File: src/rtl/core/rdz_pkg.sv
// Shared constants and types for the radial dead zone unit.
package rdz_pkg;
   localparam int SampleWidth = 16;
   localparam int FracBits    = SampleWidth - 1;
   localparam int SqWidth     = 2 * SampleWidth;       // x*x + y*y
   localparam int MagWidth    = SampleWidth;           // floor(sqrt) fits
   localparam int NormWidth   = SampleWidth;           // 0 .. ONE
   localparam int QuoWidth    = MagWidth + 1;          // norm quotient bits needed
   localparam int ProdWidth   = SampleWidth + NormWidth;
   localparam int DivWidth    = ProdWidth;
   localparam int RootSteps   = SampleWidth;
   localparam logic [SampleWidth-1:0] FullOne = SampleWidth'(1) << FracBits;

   localparam int CfgIdxWidth = 1;
   localparam logic [CfgIdxWidth-1:0] RegInner = 1'b0;
   localparam logic [CfgIdxWidth-1:0] RegOuter = 1'b1;

   typedef logic [FracBits-1:0] zone_type;

   // Everything one sample carries down the cell row.
   typedef struct packed {
      logic                   valid;
      logic                   x_neg;
      logic                   y_neg;
      logic [SampleWidth-1:0] ax;
      logic [SampleWidth-1:0] ay;
      logic [SqWidth-1:0]     rem;    // root remainder / scratch
      logic [MagWidth-1:0]    mag;
      logic [NormWidth-1:0]   norm;
      logic                   zero;
      zone_type               inner;
      zone_type               outer;
   } lane_type;
endpackage

File: src/rtl/core/rdz_root_cell.sv
// One restoring square-root cell: resolves one magnitude bit per stage.
module rdz_root_cell (
   input  logic              clock,
   input  logic              reset,
   input  logic              step_en,
   input  rdz_pkg::lane_type up_in,
   input  logic [4:0]        bit_pos,
   output rdz_pkg::lane_type dn_out
);
   import rdz_pkg::*;
   lane_type lane_ff, lane_in;
   logic [SqWidth+1:0] trial;

   always_comb begin
      lane_in = up_in;
      // trial = (2*res + 1) << 2*bit_pos against remaining radicand
      trial = ({{(SqWidth+2-MagWidth){1'b0}}, up_in.mag} << (bit_pos + 5'd1))
            | ((SqWidth+2)'(1) << {bit_pos, 1'b0});
      if ({2'b00, up_in.rem} >= trial) begin
         lane_in.rem = up_in.rem - trial[SqWidth-1:0];
         lane_in.mag = up_in.mag | (MagWidth'(1) << bit_pos);
      end
   end

   always_ff @(posedge clock) begin
      if (reset) lane_ff.valid <= 1'b0;
      else if (step_en) lane_ff.valid <= lane_in.valid;
      if (step_en) begin
         lane_ff.x_neg <= lane_in.x_neg; lane_ff.y_neg <= lane_in.y_neg;
         lane_ff.ax <= lane_in.ax; lane_ff.ay <= lane_in.ay;
         lane_ff.rem <= lane_in.rem; lane_ff.mag <= lane_in.mag;
         lane_ff.norm <= lane_in.norm; lane_ff.zero <= lane_in.zero;
         lane_ff.inner <= lane_in.inner; lane_ff.outer <= lane_in.outer;
      end
   end
   assign dn_out = lane_ff;
endmodule

File: config.mk
export PLATFORM = sky130hd
export DESIGN_NAME = rdz_root_cell
export DESIGN_NICKNAME = d
export VERILOG_FILES = /design/src/rtl/core/rdz_pkg.sv /design/src/rtl/core/rdz_root_cell.sv
export SDC_FILE = /design/constraint.sdc
export NUM_CORES = 1
export LEC_CHECK = 0
export BUFFER_PORTS_ARGS = -buffer_cell sky130_fd_sc_hd__buf_4
export CORE_MARGIN = 2
export CORE_UTILIZATION = 42
export DETAILED_ROUTE_END_ITERATION = 16
export GPL_TIMING_DRIVEN = 0
export PLACE_DENSITY_LB_ADDON = 0.2
export RECOVER_POWER = 100
export SETUP_SLACK_MARGIN = 0.1
export SLEW_MARGIN = 20
export SYNTH_ARGS = -nofsm -noshare
export SYNTH_HDL_FRONTEND = slang
export SYNTH_SLANG_ARGS = --single-unit
File: constraint.sdc
create_clock -name clock -period 5.9 [get_ports clock]
set_input_delay 0.295 -clock clock [delete_from_list [all_inputs] [get_ports clock]]
set_output_delay 0.295 -clock clock [all_outputs]
set_load 0.01 [all_outputs]
==> results.md <==
* Outcome: complete, but fails checks
* Violated checks: max-capacitance violations, max-slew violations
* Relative contribution of sequential cells to total power at 0.383
* Number of flip-flops in the largest register at 130
* Most frequent cells after synthesis: sky130_fd_sc_hd__edfxtp_1, sky130_fd_sc_hd__a21oi_1, sky130_fd_sc_hd__nand2_1
* CP startpoint: bit_pos[0]
* Number of instances in the synthesized netlist at 633
* Most numerous cell in the Yosys netlist: sky130_fd_sc_hd__edfxtp_1
* Cell Count Post-Placement at 1,124
* Largest net degree at the start of global routing at 88
* Via count of the first global-routing pass at 5,993
* Mean routed wirelength per cell at 19.10 um
* Compound-gate portion of the synthesized area at 0.1482
* Distinct cell type count of the synthesized netlist at 58
* Total power at 0.003063 W
* Type of the worst setup path: in -> reg
* Final Slew Violations at 133
* Worst relative slew slack at -0.6178
* Fraction of the cycle the final worst path needs at 0.9191
* Synth Register Bits at 130
* Global Route met1 Usage at 0.2895
* Remaining antenna violation count at 0
* Switching component of the power at 0.0009868 W
* Synth Net Count at 811
* # H-tree levels at 4
* Quantity of I/O buffers inserted on ports at 265
* Row Count at 48
* Final setup fails at 0
* Yosys top cell area share at 0.5184
* Area share of xor/xnor cells in the synthesized design at 0.03634
* Adder-Cell Fraction of Synth Area at 0.06798
* Int Pwr at 0.002076 W
* Pre-CTS setup slack at -0.3977 ns
* First-pass GRT wire length at 33,090 um
* Yosys warning count at 0
* Crit Reg-Reg Startpoint: dn_out[129]
* Ordered list of cells on the worst path: buf_4 > inv_1 > clkbuf_2 > ha_1 > clkbuf_2 > clkbuf_2 > o31ai_1 > nor2_1 > a21oi_1 > nand2_1 > ha_1 > clkbuf_1 > a21oi_1 > o21ai_0 > a311oi_1 > a21oi_1 > a211oi_1 > o21ai_2 > buf_6 > and2_1 > a21o_1
* Required arrival time at the worst endpoint at 6.07 ns
* DRC marker count from the first detailed-route iteration at 489
* IR drop worst, VDD at 0.0002119 V
* Setup repair after global routing missed its margin: false
* Endpoint of the worst setup timing path: dn_out[62]
* Global routing met3 resource utilization at 0.05556
* Count of non-filler cells in the finished layout at 1,154
* Area of the die at 0.01887 mm^2
* Final critical delay including setup and external delays at 5.423 ns
* Die Y at 137.4 um
* Clock network latency to the later pin of the worst-skew pair at 0.42 ns
* Reg2reg end: dn_out[129]
* Library cell with the largest summed area after synthesis: sky130_fd_sc_hd__edfxtp_1
* Aggregate global routing overflow at 0
* Largest family of logic cells by synthesized area: compound AO/OA/AOI/OAI gates
* Cell types occupying the most area after synthesis: sky130_fd_sc_hd__edfxtp_1, sky130_fd_sc_hd__ha_1, sky130_fd_sc_hd__mux2_2
* Antenna cells at 0
* Peak per-stage delay on the critical path at 0.67 ns
* Number of remaining DRC errors at 0
* Root cell of the clock tree: sky130_fd_sc_hd__clkbuf_16
* Fraction of synthesis flops using an asynchronous set or reset pin at 0
* First-pass iteration count of the detailed router at 5
* Mean instance size in the synthesized netlist at 11.80 um^2
* All-Layer GR Usage at 0.2314
* CP endpoint kind: flop
* Most Used Layer, Global Route: met2
* Worst-case clock skew at 0 ns
* Number of antenna violations at the first check in global routing at 0
* Leak at 3.765 nW
* Area share of and/or/nand/nor cells after synthesis at 0.1020
* Number of flops mapped to enable cells by yosys at 129
* Total Negative Setup Slacks at 0 ns
* Clk pwr share at 0.327
* Initial standard-cell utilization of the core at 0.4305
* Share of the yosys chip area belonging to registers at 0.5211
* Share of cell area taken by muxes after synthesis at 0.1001
* Met2 Track Usage GR at 0.3856
* Final Routed Wirelength at 22,040 um
* Number of buffers created by CTS at 17
* Cell Pwr Density at 312.1 mW/mm^2
* Flop2flop setup slack at 5.29 ns
* DR vias/cell at 5.435
* Max cap viols at 2
* Measured slew at the worst slew-check pin at 2.427 ns
* Hold crit path type: in -> reg
* Clock buffer depth at 2
* Proportion of layout cells with a drive suffix above 1 at 0.2368
* Total vias in the final route at 6,272
* Final-report hold violation count at 0
* Worst path slowest cell: sky130_fd_sc_hd__o31ai_1
* CP max FO at 19
* Core area at 0.01736 mm^2
* Critical Path Source Type: input port
* Number of primary I/O pins at 268
* R2R depth at 2
* Most used DFF post-synth: sky130_fd_sc_hd__edfxtp_1
* P&R area growth vs syn at 31.35%
* Die span in x at 137.4 um
* DP Wirelength at 17,230 um
* Weighted congestion at the end of routability-driven global placement at 0.9425
* Arrival time reported for the critical path endpoint at 5.60 ns
* Number of sinks handled by clock tree synthesis at 130
* Mapped cell area at 0.007472 mm^2
* Combinational power share at 0.290
* TritonCTS clock tree: built
* Final setup slack of the worst path at 0.4773 ns
* Net Sw Frac at 0.3222
* Clock-pin slew of the registers on the worst-case setup and hold paths at 0.06 ns
* Total Nets Final at 1,094
* Maximum clock frequency at 184.4 MHz
per-layer routing:
metal	wire, um	part of all wire
met5	0	0
met4	629	0.029
met3	1771	0.080
met2	10460	0.47
met1	9180	0.42
power by group through the flow:
stage	Sequential [W]	Clock (W)	Combinational (W)
floorplan	0.00125	0	0.000511
global placement	0.00119	0	0.000954
detailed placement	0.00119	0	0.000965
CTS	0.00117	0.00103	0.000970
global route	0.00118	0.00107	0.000982
finish	0.00117	0.00100	0.000889
worst min-delay path by stage:
stage	from	end	slack, ns	depth (start not counted)
detailed placement	reset	dn_out[129]	0.46	2
CTS	reset	dn_out[129]	0.0006	2
global placement	reset	dn_out[129]	0.45	2
floorplan	reset	dn_out[129]	0.37	1
finish	reset	dn_out[129]	0.02	2
global route	reset	dn_out[129]	0.01	2
area by class of cell:
type | instances | area [um^2]
timing repair buffer | 266 | 1503
fill | 1650 | 7542
clock buffer | 17 | 425.4
buffer | 28 | 128.9
tap | 225 | 281.5
multi-input combinational | 460 | 3397
clock inverter | 15 | 136.4
sequential | 130 | 3894
inverter | 13 | 48.80
per-stage QoR:
stage | util | hold WS (ns) | cell area, um^2
after floorplan | - | 0.3674 | 7472
after global placement | 0.5613 | 0.4522 | 9743
after detailed placement | 0.5631 | 0.4555 | 9774
after CTS | 0.5953 | 0.0005804 | 10330
after global routing | 0.5655 | 0.01185 | 9814
final | 0.5655 | 0.01640 | 9814
layout by cell type (no fill, tap or decap), types with 4 or more instances in the layout:
cell type	count
sky130_fd_sc_hd__inv_1	13
sky130_fd_sc_hd__and3_1	6
sky130_fd_sc_hd__nand3_1	12
sky130_fd_sc_hd__nor2_1	35
sky130_fd_sc_hd__nor2b_1	11
sky130_fd_sc_hd__edfxtp_1	129
sky130_fd_sc_hd__o21a_1	6
sky130_fd_sc_hd__buf_4	55
sky130_fd_sc_hd__mux2i_1	23
sky130_fd_sc_hd__xnor2_1	21
sky130_fd_sc_hd__clkbuf_16	17
sky130_fd_sc_hd__ha_1	39
sky130_fd_sc_hd__o211ai_1	8
sky130_fd_sc_hd__clkbuf_1	147
sky130_fd_sc_hd__nand4_1	8
sky130_fd_sc_hd__a211oi_1	10
sky130_fd_sc_hd__o21bai_1	12
sky130_fd_sc_hd__clkbuf_2	5
sky130_fd_sc_hd__nor3_1	9
sky130_fd_sc_hd__o21ai_0	22
sky130_fd_sc_hd__mux2_2	30
sky130_fd_sc_hd__xor2_1	10
sky130_fd_sc_hd__clkbuf_4	81
sky130_fd_sc_hd__nand2_1	53
sky130_fd_sc_hd__inv_6	6
sky130_fd_sc_hd__nand2b_1	8
sky130_fd_sc_hd__a21oi_1	57
sky130_fd_sc_hd__or3_1	4
sky130_fd_sc_hd__mux4_2	8
sky130_fd_sc_hd__a21o_1	15
sky130_fd_sc_hd__a22oi_1	5
sky130_fd_sc_hd__inv_8	5
sky130_fd_sc_hd__a32oi_1	4
sky130_fd_sc_hd__a31oi_1	4
cell families after synthesis:
logic type | after synthesis
fa+ha+maj | 40
buf+inv | 43
flops | 130
compound gates | 169
simple gates | 159
xor+xnor | 31
mux | 61
what timing repair did:
item,CTS,global route
setup endpoints to repair,5,48
setup buffers,0,0
hold buffers,0,0
resized for setup,0,7
critical path: cells and delay by family:
kind / cells / cell delay, ns
buffers and inverters: 7 / 1.44
AND/OR/NAND/NOR: 3 / 0.42
adder cells (fa/ha/maj): 2 / 0.71
AO/OA/AOI/OAI: 9 / 2.72
Power figures use the tool's default switching activity.
